### src/sv/dtoi_pkg.sv
// Package for the decimal text to int32 parser: byte classes, parse phases,
// token and payload types shared by the interface and all modules. No dependencies.
`default_nettype none

package dtoi_pkg;

  // Class of one text byte, as seen by the back end.
  typedef enum logic [2:0] {
    ClsSpace,
    ClsPlus,
    ClsMinus,
    ClsDigit,
    ClsOther
  } chr_class_e;

  // Parse phase: leading whitespace, sign and digit run, trailing part.
  typedef enum logic [1:0] {
    PhLead,
    PhRun,
    PhTail
  } parse_phase_e;

  localparam int unsigned MagW = 32;
  localparam logic [MagW-1:0] MagLimit = 32'h8000_0000;
  localparam logic [MagW-1:0] PosMax   = 32'h7FFF_FFFF;

  localparam logic [7:0] ChrSpace = 8'h20;
  localparam logic [7:0] ChrTab   = 8'h09;
  localparam logic [7:0] ChrCr    = 8'h0D;
  localparam logic [7:0] ChrPlus  = 8'h2B;
  localparam logic [7:0] ChrMinus = 8'h2D;
  localparam logic [7:0] ChrZero  = 8'h30;
  localparam logic [7:0] ChrNine  = 8'h39;

  // Input payload: one byte of text with the last marker.
  typedef struct packed {
    logic [7:0] char_in;
    logic       last;
  } in_item_t;

  // Result payload.
  typedef struct packed {
    logic signed [31:0] value;
    logic               ok;
  } out_item_t;

  // Classified byte as it travels through the queue.
  typedef struct packed {
    chr_class_e cls;
    logic [3:0] digit;
    logic       last;
  } tok_t;

endpackage

`default_nettype wire

### src/sv/dtoi_stream_if.sv
// Valid/ready stream interface with a typed payload.
// The payload type is a parameter; dtoi_pkg supplies the types used at instantiation.
`default_nettype none

interface dtoi_stream_if #(
  parameter type T = logic
);
  logic valid;
  logic ready;
  T     data;

  modport source (output valid, output data, input ready);
  modport sink   (input valid, input data, output ready);
endinterface

`default_nettype wire

### src/sv/dtoi_front.sv
// Front end: takes text bytes from the input stream and classifies them
// into tokens for the queue. Depends on dtoi_pkg and dtoi_stream_if.
`default_nettype none

module dtoi_front
  import dtoi_pkg::*;
(
  dtoi_stream_if.sink in_i,
  output logic        tok_valid_o,
  output tok_t        tok_o,
  input  logic        tok_ready_i
);

  logic [7:0] chr;
  logic       is_ws;
  logic       is_digit;
  logic [3:0] digit_off;

  assign chr       = in_i.data.char_in;
  assign is_ws     = (chr == ChrSpace) || ((chr >= ChrTab) && (chr <= ChrCr));
  assign is_digit  = (chr >= ChrZero) && (chr <= ChrNine);
  assign digit_off = 4'(chr - ChrZero);

  // Sort the byte into one class; the digit value rides along.
  always_comb begin
    tok_o.digit = digit_off;
    tok_o.last  = in_i.data.last;
    priority if (is_ws) begin
      tok_o.cls = ClsSpace;
    end else if (chr == ChrPlus) begin
      tok_o.cls = ClsPlus;
    end else if (chr == ChrMinus) begin
      tok_o.cls = ClsMinus;
    end else if (is_digit) begin
      tok_o.cls = ClsDigit;
    end else begin
      tok_o.cls = ClsOther;
    end
  end

  // A byte is transferred when the queue has room.
  assign tok_valid_o = in_i.valid;
  assign in_i.ready  = tok_ready_i;

endmodule

`default_nettype wire

### src/sv/dtoi_queue.sv
// Small token queue between front and back end, registered output.
// Depends on dtoi_pkg for the token type.
`default_nettype none

module dtoi_queue
  import dtoi_pkg::*;
#(
  parameter int unsigned Depth = 2
) (
  input  logic clk_i,
  input  logic rst_ni,
  input  logic push_valid_i,
  input  tok_t push_data_i,
  output logic push_ready_o,
  output logic pop_valid_o,
  output tok_t pop_data_o,
  input  logic pop_ready_i
);

  localparam int unsigned PtrW = (Depth > 1) ? $clog2(Depth) : 1;
  localparam int unsigned CntW = $clog2(Depth + 1);

  tok_t            mem_q [Depth];
  logic [PtrW-1:0] wr_ptr_q, wr_ptr_d;
  logic [PtrW-1:0] rd_ptr_q, rd_ptr_d;
  logic [CntW-1:0] count_q, count_d;
  logic            push, pop;

  assign push_ready_o = (count_q != CntW'(Depth));
  assign pop_valid_o  = (count_q != '0);
  assign push = push_valid_i && push_ready_o;
  assign pop  = pop_valid_o && pop_ready_i;
  assign pop_data_o = mem_q[rd_ptr_q];

  // Pointer wrap and occupancy update.
  always_comb begin
    wr_ptr_d = wr_ptr_q;
    rd_ptr_d = rd_ptr_q;
    count_d  = count_q;
    if (push) begin
      wr_ptr_d = (wr_ptr_q == PtrW'(Depth - 1)) ? '0 : wr_ptr_q + 1'b1;
    end
    if (pop) begin
      rd_ptr_d = (rd_ptr_q == PtrW'(Depth - 1)) ? '0 : rd_ptr_q + 1'b1;
    end
    unique case ({push, pop})
      2'b10:   count_d = count_q + 1'b1;
      2'b01:   count_d = count_q - 1'b1;
      default: count_d = count_q;
    endcase
  end

  always_ff @(posedge clk_i or negedge rst_ni) begin
    if (!rst_ni) begin
      wr_ptr_q <= '0;
      rd_ptr_q <= '0;
      count_q  <= '0;
    end else begin
      wr_ptr_q <= wr_ptr_d;
      rd_ptr_q <= rd_ptr_d;
      count_q  <= count_d;
    end
  end

  // Storage needs no reset.
  always_ff @(posedge clk_i) begin
    if (push) begin
      mem_q[wr_ptr_q] <= push_data_i;
    end
  end

endmodule

`default_nettype wire

### src/sv/dtoi_back.sv
// Back end: runs the parse state machine and the saturating multiply-by-ten
// accumulator, and holds the result register. Depends on dtoi_pkg, dtoi_stream_if.
`default_nettype none

module dtoi_back
  import dtoi_pkg::*;
(
  input  logic          clk_i,
  input  logic          rst_ni,
  input  logic          tok_valid_i,
  input  tok_t          tok_i,
  output logic          tok_ready_o,
  dtoi_stream_if.source out_o
);

  // Parse state.
  parse_phase_e    phase_q, phase_d;
  logic            neg_q, neg_d;
  logic [MagW-1:0] mag_q, mag_d;
  logic            sat_q, sat_d;
  logic            seen_q, seen_d;
  logic            bad_q, bad_d;

  // Result register: the final parse state of one text.
  logic            res_valid_q;
  logic            res_neg_q, res_sat_q, res_seen_q, res_bad_q, res_run_q;
  logic [MagW-1:0] res_mag_q;

  logic            take;
  logic            do_digit;
  logic [MagW+3:0] mag_next;
  logic [MagW-1:0] value;
  logic            ovf;

  assign tok_ready_o = !res_valid_q || out_o.ready;
  assign take        = tok_valid_i && tok_ready_o;

  // Magnitude times ten plus the digit, as two shifted adds.
  assign mag_next = {3'b000, mag_q, 1'b0} + {1'b0, mag_q, 3'b000}
                  + {(MagW)'(0), tok_i.digit};

  // Next parse state for the incoming token.
  always_comb begin
    phase_d  = phase_q;
    neg_d    = neg_q;
    sat_d    = sat_q;
    bad_d    = bad_q;
    do_digit = 1'b0;
    unique case (phase_q)
      PhLead: begin
        unique case (tok_i.cls)
          ClsSpace: ;
          ClsPlus, ClsMinus: begin
            neg_d   = (tok_i.cls == ClsMinus);
            phase_d = PhRun;
          end
          ClsDigit: begin
            do_digit = 1'b1;
            phase_d  = PhRun;
          end
          default: begin
            bad_d   = 1'b1;
            phase_d = PhTail;
          end
        endcase
      end
      PhRun: begin
        priority if (tok_i.cls == ClsDigit) begin
          do_digit = 1'b1;
        end else if (tok_i.cls == ClsSpace) begin
          phase_d = PhTail;
        end else begin
          bad_d   = 1'b1;
          phase_d = PhTail;
        end
      end
      default: begin
        if (tok_i.cls != ClsSpace) begin
          bad_d = 1'b1;
        end
      end
    endcase
    mag_d  = mag_q;
    seen_d = seen_q;
    if (do_digit) begin
      seen_d = 1'b1;
      if (mag_next > {4'b0000, MagLimit}) begin
        mag_d = MagLimit;
        sat_d = 1'b1;
      end else begin
        mag_d = mag_next[MagW-1:0];
      end
    end
  end

  // Parse state register; a last token hands its state to the result and clears.
  always_ff @(posedge clk_i or negedge rst_ni) begin
    if (!rst_ni) begin
      phase_q <= PhLead;
      neg_q   <= 1'b0;
      mag_q   <= '0;
      sat_q   <= 1'b0;
      seen_q  <= 1'b0;
      bad_q   <= 1'b0;
    end else if (take) begin
      if (tok_i.last) begin
        phase_q <= PhLead;
        neg_q   <= 1'b0;
        mag_q   <= '0;
        sat_q   <= 1'b0;
        seen_q  <= 1'b0;
        bad_q   <= 1'b0;
      end else begin
        phase_q <= phase_d;
        neg_q   <= neg_d;
        mag_q   <= mag_d;
        sat_q   <= sat_d;
        seen_q  <= seen_d;
        bad_q   <= bad_d;
      end
    end
  end

  // Result valid flag.
  always_ff @(posedge clk_i or negedge rst_ni) begin
    if (!rst_ni) begin
      res_valid_q <= 1'b0;
    end else if (take) begin
      res_valid_q <= tok_i.last;
    end else if (out_o.ready) begin
      res_valid_q <= 1'b0;
    end
  end

  // Result payload.
  always_ff @(posedge clk_i) begin
    if (take && tok_i.last) begin
      res_neg_q  <= neg_d;
      res_mag_q  <= mag_d;
      res_sat_q  <= sat_d;
      res_seen_q <= seen_d;
      res_bad_q  <= bad_d;
      res_run_q  <= (phase_d != PhLead);
    end
  end

  // Apply the sign and clamp to the signed 32-bit range.
  always_comb begin
    value = '0;
    ovf   = 1'b0;
    if (res_seen_q) begin
      if (res_neg_q) begin
        if (res_sat_q) begin
          value = MagLimit;
          ovf   = 1'b1;
        end else begin
          value = '0 - res_mag_q;
        end
      end else begin
        if (res_sat_q || res_mag_q[MagW-1]) begin
          value = PosMax;
          ovf   = 1'b1;
        end else begin
          value = res_mag_q;
        end
      end
    end
  end

  assign out_o.valid      = res_valid_q;
  assign out_o.data.value = value;
  assign out_o.data.ok    = res_run_q && res_seen_q && !res_bad_q && !ovf;

endmodule

`default_nettype wire

### src/sv/decimal_text_to_int32_core.sv
// Top level of the streaming decimal text to int32 parser.
// Depends on dtoi_pkg, dtoi_stream_if, dtoi_front, dtoi_queue and dtoi_back.
`default_nettype none

// The block takes one text byte per cycle on in_i while no waiting result stalls
// it, with last marking the end of a text, and gives one result per text on out_o:
// the signed value, clamped to the 32-bit range, and ok, which is set only for a
// well-formed in-range number with optional surrounding whitespace and sign. Each
// byte passes the multiply-by-ten accumulate step in the back end; once the last
// byte is transferred, the result passes the queue register, then the result
// register. QueueDepth tokens buffer bytes while the result waits.

module decimal_text_to_int32_core
  import dtoi_pkg::*;
#(
  parameter int unsigned QueueDepth = 2
) (
  input  logic          clk_i,
  input  logic          rst_ni,
  dtoi_stream_if.sink   in_i,
  dtoi_stream_if.source out_o
);

  logic tok_valid, tok_ready;
  tok_t tok;
  logic q_valid, q_ready;
  tok_t q_data;

  // Classification of incoming bytes.
  dtoi_front u_front (
    .in_i        (in_i),
    .tok_valid_o (tok_valid),
    .tok_o       (tok),
    .tok_ready_i (tok_ready)
  );

  // Token queue between the two halves.
  dtoi_queue #(
    .Depth (QueueDepth)
  ) u_queue (
    .clk_i        (clk_i),
    .rst_ni       (rst_ni),
    .push_valid_i (tok_valid),
    .push_data_i  (tok),
    .push_ready_o (tok_ready),
    .pop_valid_o  (q_valid),
    .pop_data_o   (q_data),
    .pop_ready_i  (q_ready)
  );

  // Parse engine and result register.
  dtoi_back u_back (
    .clk_i       (clk_i),
    .rst_ni      (rst_ni),
    .tok_valid_i (q_valid),
    .tok_i       (q_data),
    .tok_ready_o (q_ready),
    .out_o       (out_o)
  );

  // A token pushed into the queue is available on the next cycle.
  assert property (@(posedge clk_i) disable iff (!rst_ni)
    (tok_valid && tok_ready) |=> q_valid)
    else $error("queue lost a pushed token");

  // The back end stalls only while a result waits to be taken.
  assert property (@(posedge clk_i) disable iff (!rst_ni)
    (q_valid && !q_ready) |-> (out_o.valid && !out_o.ready))
    else $error("back end stalled without a pending result");

  // A new result follows only from a last token taken in the previous cycle.
  assert property (@(posedge clk_i) disable iff (!rst_ni)
    $rose(out_o.valid) |-> $past(q_valid && q_ready && q_data.last))
    else $error("result raised without a last token");

endmodule

`default_nettype wire

### src/flat_wrapper.sv
// flat-port wrapper written by rule: the top's interface ports become plain ports
module decimal_text_to_int32_core_flat import dtoi_pkg::*;
#(
  parameter int unsigned QueueDepth = 2
)
  (clk_i, rst_ni, in_i_valid, in_i_data, in_i_ready, out_o_valid, out_o_data, out_o_ready);
  dtoi_stream_if #(.T(in_item_t)) in_i_i ();
  dtoi_stream_if #(.T(out_item_t)) out_o_i ();
  input  logic clk_i;
  input  logic rst_ni;
  input wire logic [$bits(in_i_i.valid)-1:0] in_i_valid;
  input wire logic [$bits(in_i_i.data)-1:0] in_i_data;
  output wire logic [$bits(in_i_i.ready)-1:0] in_i_ready;
  output wire logic [$bits(out_o_i.valid)-1:0] out_o_valid;
  output wire logic [$bits(out_o_i.data)-1:0] out_o_data;
  input wire logic [$bits(out_o_i.ready)-1:0] out_o_ready;
  assign in_i_i.valid = in_i_valid;
  assign in_i_i.data = in_i_data;
  assign in_i_ready = in_i_i.ready;
  assign out_o_valid = out_o_i.valid;
  assign out_o_data = out_o_i.data;
  assign out_o_i.ready = out_o_ready;
  decimal_text_to_int32_core #(.QueueDepth(QueueDepth)) u_core (.clk_i(clk_i), .rst_ni(rst_ni), .in_i(in_i_i), .out_o(out_o_i));
endmodule
### config.mk
export PLATFORM = sky130hd
export DESIGN_NAME = decimal_text_to_int32_core_flat
export DESIGN_NICKNAME = d
export VERILOG_FILES = /design/src/sv/dtoi_pkg.sv /design/src/sv/dtoi_stream_if.sv /design/src/sv/dtoi_front.sv /design/src/sv/dtoi_queue.sv /design/src/sv/dtoi_back.sv /design/src/sv/decimal_text_to_int32_core.sv /design/src/flat_wrapper.sv
export SDC_FILE = /design/constraint.sdc
export NUM_CORES = 1
export LEC_CHECK = 0
export BUFFER_PORTS_ARGS = -buffer_cell sky130_fd_sc_hd__buf_4
export CELL_PAD_IN_SITES_DETAIL_PLACEMENT = 1
export CELL_PAD_IN_SITES_GLOBAL_PLACEMENT = 2
export CORE_ASPECT_RATIO = 0.6
export CORE_UTILIZATION = 43
export CTS_CLUSTER_DIAMETER = 120
export DETAILED_ROUTE_END_ITERATION = 16
export PLACE_DENSITY = 0.95
export SETUP_SLACK_MARGIN = 0.5
export SYNTH_ARGS = -nofsm -noshare
export SYNTH_HDL_FRONTEND = slang
export SYNTH_SLANG_ARGS = --single-unit
### constraint.sdc
create_clock -name clk_i -period 10.3 [get_ports clk_i]
set_input_delay 1.545 -clock clk_i [delete_from_list [all_inputs] [get_ports clk_i]]
set_output_delay 1.545 -clock clk_i [all_outputs]
set_load 0.01 [all_outputs]
==> results of run 1 <==
[state kept, by name, summed over array words and instances (netlist names), 2 cells and up]
register                 cells
u_core.u_back.mag_q         32
u_core.u_back.res_mag_q     32
u_core.u_queue.mem_q        16
u_core.u_back.phase_q        2
u_core.u_queue.count_q       2
[worst max-delay path, stage by stage, from the launching register on]
cell and delay, ps:
dfrtp_1 650, mux2_2 410, ha_1 290, ha_1 260, fa_1 460, a211oi_2 330, o211ai_2 110, a21oi_2 280
nor4b_2 120, or2_0 230, o311a_1 330, or4_2 1150, nor3_2 550, a22o_1 230
[cell usage after synthesis, types with 7 or more instances]
| library cell | count | area share [%] |
|---|---|---|
| o211ai_1 | 7 | 0.68 |
| o211a_1 | 12 | 1.6 |
| inv_1 | 20 | 0.97 |
| a31oi_1 | 15 | 1.2 |
| buf_2 | 9 | 0.58 |
| o41ai_1 | 8 | 0.90 |
| a21oi_1 | 72 | 4.7 |
| or3_1 | 12 | 0.97 |
| and2_1 | 8 | 0.65 |
| and3_1 | 8 | 0.65 |
| clkbuf_1 | 28 | 1.4 |
| dfrtp_1 | 43 | 14 |
| a21o_1 | 7 | 0.68 |
| o41ai_2 | 20 | 4.2 |
| edfxtp_1 | 53 | 21 |
| o21ai_1 | 7 | 0.45 |
| o221a_2 | 19 | 2.8 |
| nor2_1 | 63 | 3.1 |
| xor2_1 | 10 | 1.1 |
| nor3_1 | 19 | 1.2 |
| nor2b_1 | 11 | 0.89 |
| a22o_1 | 19 | 2.1 |
| nand3_1 | 27 | 1.7 |
| o21ai_0 | 58 | 3.7 |
| ha_1 | 65 | 10 |
| xnor2_1 | 21 | 2.4 |
| nand2_1 | 95 | 4.6 |
[power breakdown]
part	switching, mW	internal [mW]
logic	0.415	0.281
clock network	0.164	0.196
registers	0.114	0.520
total	0.693	0.997
[cell families after synthesis]
group           after synthesis
compound gates              290
buf+inv                      69
xor+xnor                     31
fa+ha+maj                    67
flops                        96
simple gates                279
mux                           8
[metal layers]
metal,part of all wire (%),global-route usage [%]
met3,9.0,5.15
met1,49,43.1
met5,0,0
met2,41,40.1
met4,1.0,6.34
[cell type report]
class / count / area (um^2) / share of cell area [%]
Clock inverter: 7 / 100 / 1.17
Timing Repair Buffer: 55 / 413 / 4.82
Tap cell: 234 / 293 / 3.42
Multi-Input combinational cell: 675 / 4790 / 55.9
Inverter: 21 / 78.8 / 0.920
Sequential cell: 96 / 2670 / 31.1
Clock buffer: 9 / 225 / 2.63
[worst paths after layout]
kind | from | endpoint | slack [ps] | cells after the start
hold / removal | u_core.u_queue.count_q[1] | u_core.u_queue.count_q[1] | 510 | 1
min in group asynchronous | rst_ni | u_core.u_back.bad_q | 1180 | 1
setup / recovery | u_core.u_queue.rd_ptr_q | u_core.u_back.res_mag_q[21] | 4730 | 13
setup reg to reg | u_core.u_queue.rd_ptr_q | u_core.u_back.res_mag_q[21] | 4730 | 13
hold reg to reg | u_core.u_queue.count_q[1] | u_core.u_queue.count_q[1] | 510 | 1
max in group asynchronous | rst_ni | u_core.u_back.mag_q[13] | 8730 | 1
[per-stage QoR]
| stage | hold slack, ps | utilization (%) | cell area, um^2 | total power [mW] | worst slack (ps) |
|---|---|---|---|---|---|
| finish | 507 | 49.3 | 8560 | 1.69 | 4730 |
| floorplan | 454 | - | 7750 | 1.03 | 5900 |
| detailed placement | 476 | 47.5 | 8240 | 1.32 | 4850 |
| global route | 522 | 49.3 | 8560 | 1.77 | 4560 |
| CTS | 509 | 49.3 | 8560 | 1.69 | 4790 |
| global placement | 469 | 47.5 | 8240 | 1.27 | 5110 |
==> impl_metrics.env, run 1 <==
export IMPL_status="complete, no violations"
export IMPL_cts_root_buffer="clkbuf_16"
export IMPL_required_ps=10500
export IMPL_period_share_pct=54.1
export IMPL_slew_headroom_pct=24.8
export IMPL_gp_congestion=0.928
export IMPL_netlist_area_mm2=0.00775
export IMPL_nNetsFinal=938
export IMPL_overflow=0
export IMPL_die_w_um=175
export IMPL_grt_pass1_wl_um=40100
export IMPL_cts_tree="done"
export IMPL_layout_drive_gt1_share_pct=16.5
export IMPL_synth_compound_area_share_pct=28.4
export IMPL_diodes=0
export IMPL_fin_skew_ps=18.5
export IMPL_track_usage_pct=28.0
export IMPL_dpl_hpwl_um=19400
export IMPL_crit_fanout=51
export IMPL_ys_seq_elements=96
export IMPL_worst_slew_pin_slew_ps=1130
export IMPL_first_iter_violations=730
export IMPL_cts_clk_slew_worst_paths_ps=70
export IMPL_ctsResizeCount=0
export IMPL_grt_pass1_vias=7085
export IMPL_via_per_inst=6.53
export IMPL_dp_cells=1081
export IMPL_ys_flop_type="edfxtp_1"
export IMPL_synth_xor_area_share_pct=3.50
export IMPL_grt_max_degree=52
export IMPL_cts_sinks=96
export IMPL_wire_per_inst_um=23.4
export IMPL_hold_viol=0
export IMPL_netlist_instances=840
export IMPL_powerDensity_mw_per_mm2=197
export IMPL_cp_arrival_ps=5770
export IMPL_cts_setup_buffers=0
export IMPL_finalCriticalPeriod_ps=5570
export IMPL_syn_nets=920
export IMPL_die_area_mm2=0.0186
export IMPL_ys_async_sr_fraction_pct=44.8
export IMPL_via_count=7168
export IMPL_stdcell_count=1097
export IMPL_path_class="flop to flop"
export IMPL_cts_hold_buf=0
export IMPL_synth_top_family_by_area="compound AO/OA/AOI/OAI gates"
export IMPL_antenna_left=0
export IMPL_htree_levels=3
export IMPL_fill_cells=1994
export IMPL_tns_ps=0
export IMPL_die_y_um=106
export IMPL_pin_count=48
export IMPL_synth_cell_types=71
export IMPL_drc=0
export IMPL_min_path_type="flop to flop"
export IMPL_num_rows=37
export IMPL_clock_fmax_mhz=180
export IMPL_core_area_mm2=0.0174
export IMPL_synth_edf_count=53
export IMPL_layout_common_cells="nand2_1 (95), a21oi_1 (72), ha_1 (65), nor2_1 (63), o21ai_0 (58)"
export IMPL_initial_core_util_pct=44.6
export IMPL_antenna_found_initial=0
export IMPL_layout_commonest_cell="nand2_1"
export IMPL_yosysWarningCount=0
export IMPL_rsz0062_at_grt="false"
export IMPL_yosys_area_share_simple_pct=17.5
export IMPL_clock_path_buffers=2
export IMPL_p_leak_nw=3.66
export IMPL_muxShareOfSynthArea_pct=1.10
export IMPL_slew_violations=0
export IMPL_area_growth_pct=10.5
export IMPL_setup_viol=0
export IMPL_max_cap_viol_count=0
export IMPL_ir_drop_mv=0.132
export IMPL_drt_wl_total_um=25600
export IMPL_yosys_area_share_adder_pct=11.0
export IMPL_synth_seq_area_share_pct=34.4
export IMPL_avgSynthCellArea_um2=9.22
export IMPL_cts_inserted_buffers=9
export IMPL_clkLatencyLatePin_ps=360
export IMPL_io_buffer_count=47
export IMPL_drtPass1Iterations=5
export IMPL_cp_end_kind="flop"
export IMPL_worstSetupStartpointType="flop"
Power figures use the tool's default switching activity.
==> run 2, diff against run 1 <==
--- a/config.mk
+++ b/config.mk
@@ -9,10 +9,10 @@
 export CELL_PAD_IN_SITES_DETAIL_PLACEMENT = 1
 export CELL_PAD_IN_SITES_GLOBAL_PLACEMENT = 2
 export CORE_ASPECT_RATIO = 0.6
-export CORE_UTILIZATION = 43
+export CORE_UTILIZATION = 40
 export CTS_CLUSTER_DIAMETER = 120
 export DETAILED_ROUTE_END_ITERATION = 16
-export PLACE_DENSITY = 0.95
+export PLACE_DENSITY = 0.94
 export SETUP_SLACK_MARGIN = 0.5
 export SYNTH_ARGS = -nofsm -noshare
 export SYNTH_HDL_FRONTEND = slang
==> constraint.sdc (replaced) <==
create_clock -name clk_i -period 5.3 [get_ports clk_i]
set_input_delay 0.795 -clock clk_i [delete_from_list [all_inputs] [get_ports clk_i]]
set_output_delay 0.795 -clock clk_i [all_outputs]
set_load 0.01 [all_outputs]
==> impl_metrics.env, run 2 (synthesis gave the netlist of run 1 again) <==
export IMPL_status="complete, no violations"
export IMPL_max_cap_viol_count=0
export IMPL_area_growth_pct=11.6
export IMPL_layout_commonest_cell="nand2_1"
export IMPL_hold_viol=0
export IMPL_crit_start="u_core.u_queue.rd_ptr_q"
export IMPL_cts_root_buffer="clkbuf_16"
export IMPL_worst_slew_pin_slew_ps=1160
export IMPL_wl_met2_um=9290
export IMPL_clock_path_buffers=2
export IMPL_die_y_um=110
export IMPL_drtPass1Iterations=5
export IMPL_via_per_inst=6.32
export IMPL_io_buffer_count=47
export IMPL_rsz0062_at_grt="false"
export IMPL_fin_skew_ps=7.29
export IMPL_pin_count=48
export IMPL_cp_arrival_ps=4810
export IMPL_cts_inserted_buffers=9
export IMPL_via_count=7051
export IMPL_seq_power_share_pct=38.6
export IMPL_p_sw_mw=1.28
export IMPL_grt_pass1_wl_um=37900
export IMPL_gp_congestion=0.874
export IMPL_antenna_left=0
export IMPL_crit_fanout=6
export IMPL_diodes=0
export IMPL_die_area_mm2=0.0199
export IMPL_first_iter_violations=595
export IMPL_drt_wl_total_um=24300
export IMPL_p_sw_share_pct=39.7
export IMPL_path_class="flop to flop"
export IMPL_grt_pass1_vias=6561
export IMPL_r2r_start="u_core.u_queue.rd_ptr_q"
export IMPL_core_area_mm2=0.0190
export IMPL_track_usage_pct=24.5
export IMPL_cp_end_kind="flop"
export IMPL_ir_drop_mv=0.261
export IMPL_reg_top3="u_core.u_back.mag_q x32, u_core.u_back.res_mag_q x32, u_core.u_queue.mem_q x16"
export IMPL_layout_common_cells="nand2_1 (95), a21oi_1 (72), ha_1 (65), nor2_1 (63), buf_4 (62)"
export IMPL_p_int_mw=1.94
export IMPL_powerDensity_mw_per_mm2=372
export IMPL_clock_power_share_pct=20.4
export IMPL_finalCriticalPeriod_ps=4710
export IMPL_drc=0
export IMPL_nNetsFinal=945
export IMPL_dpl_hpwl_um=18600
export IMPL_cts_sinks=96
export IMPL_antenna_found_initial=0
export IMPL_htree_levels=3
export IMPL_min_path_type="input port to async pin"
export IMPL_power_frac_comb_pct=41.0
export IMPL_slew_headroom_pct=22.6
export IMPL_worstSetupStartpointType="flop"
export IMPL_cts_setup_buffers=0
export IMPL_p_leak_nw=3.68
export IMPL_clock_fmax_mhz=212
export IMPL_slew_violations=0
export IMPL_layout_drive_gt1_share_pct=17.2
export IMPL_tns_ps=0
export IMPL_fill_cells=2181
export IMPL_initial_core_util_pct=40.8
export IMPL_clkLatencyLatePin_ps=350
export IMPL_top_layer="met4"
export IMPL_met3_wirelength_um=1900
export IMPL_cts_tree="done"
export IMPL_wl_met1_um=12900
export IMPL_num_rows=39
export IMPL_period_share_pct=88.9
export IMPL_setup_viol=0
export IMPL_fin_ws_ps=589
export IMPL_die_w_um=182
export IMPL_wire_per_inst_um=21.8
export IMPL_overflow=0
export IMPL_required_ps=5400
export IMPL_cts_clk_slew_worst_paths_ps=70
export IMPL_post_place_ws_ps=410
export IMPL_grt_max_degree=51
==> run 2: power by group through the flow <==
stage | combinational, mW | clock, mW | sequential, mW
2_1_floorplan | 0.878 | 0 | 1.13
3_3_place_gp | 1.27 | 0 | 1.23
3_5_place_dp | 1.30 | 0 | 1.25
4_1_cts | 1.32 | 0.664 | 1.23
5_1_grt | 1.45 | 0.686 | 1.27
6_report | 1.32 | 0.655 | 1.24
==> run 2: path summary, 6_finish.rpt <==
| check | cells after the start | endpoint | slack [ps] |
|---|---|---|---|
| setup / recovery | 13 | u_core.u_back.res_sat_q | 590 |
| hold / removal | 1 | u_core.u_back.phase_q[1] | 440 |
| setup reg to reg | 13 | u_core.u_back.res_sat_q | 590 |
| hold reg to reg | 1 | u_core.u_queue.count_q[1] | 510 |
| max in group asynchronous | 1 | u_core.u_back.mag_q[17] | 4440 |
| min in group clk_i | 1 | u_core.u_queue.count_q[1] | 510 |
==> run 2: layer usage <==
layer | up-vias | GRT usage [%]
met5 | - | 0
met4 | 0 | 3.63
met3 | 12 | 5.60
met2 | 242 | 31.5
met1 | 3539 | 40.2
li1 | 3258 | -
==> run 2: what timing repair did <==
action / in CTS / in global routing
resized for setup: 1 / 6
hold buffers: 0 / 0
setup endpoints to repair: 25 / 33
==> run 2: worst max-delay path, stage by stage (launching register included) <==
cell and delay, ps:
dfrtp_1 430, mux2_2 370, ha_1 280, ha_1 260, fa_1 450, a211oi_2 300, o21ai_1 240, and3_1 230
or3_1 360, a211oi_1 460, o2111ai_1 210, nor4_2 310, nand4_1 200, a221o_1 360
==> run 2: stage by stage <==
| step | area (um^2) | util (%) | power (mW) | hold WS (ps) | std cells |
|---|---|---|---|---|---|
| finish | 8650 | 45.5 | 3.21 | 445 | 1116 |
| global route | 8650 | 45.5 | 3.40 | 490 | 1116 |
| floorplan | 7750 | - | 2.00 | 454 | 840 |
| detailed placement | 8300 | 43.7 | 2.55 | 498 | 1100 |
| CTS | 8610 | 45.3 | 3.21 | 456 | 1116 |
| global placement | 8300 | 43.7 | 2.50 | 468 | 1100 |
==> run 2: cell type report <==
| type | instances | area (um^2) | area share, % |
|---|---|---|---|
| Timing Repair Buffer | 62 | 465 | 5.38 |
| Sequential cell | 96 | 2670 | 30.9 |
| Clock buffer | 13 | 282 | 3.26 |
| Multi-Input combinational cell | 675 | 4820 | 55.8 |
| Tap cell | 246 | 308 | 3.56 |
| Clock inverter | 3 | 22.5 | 0.260 |
| Inverter | 21 | 78.8 | 0.912 |
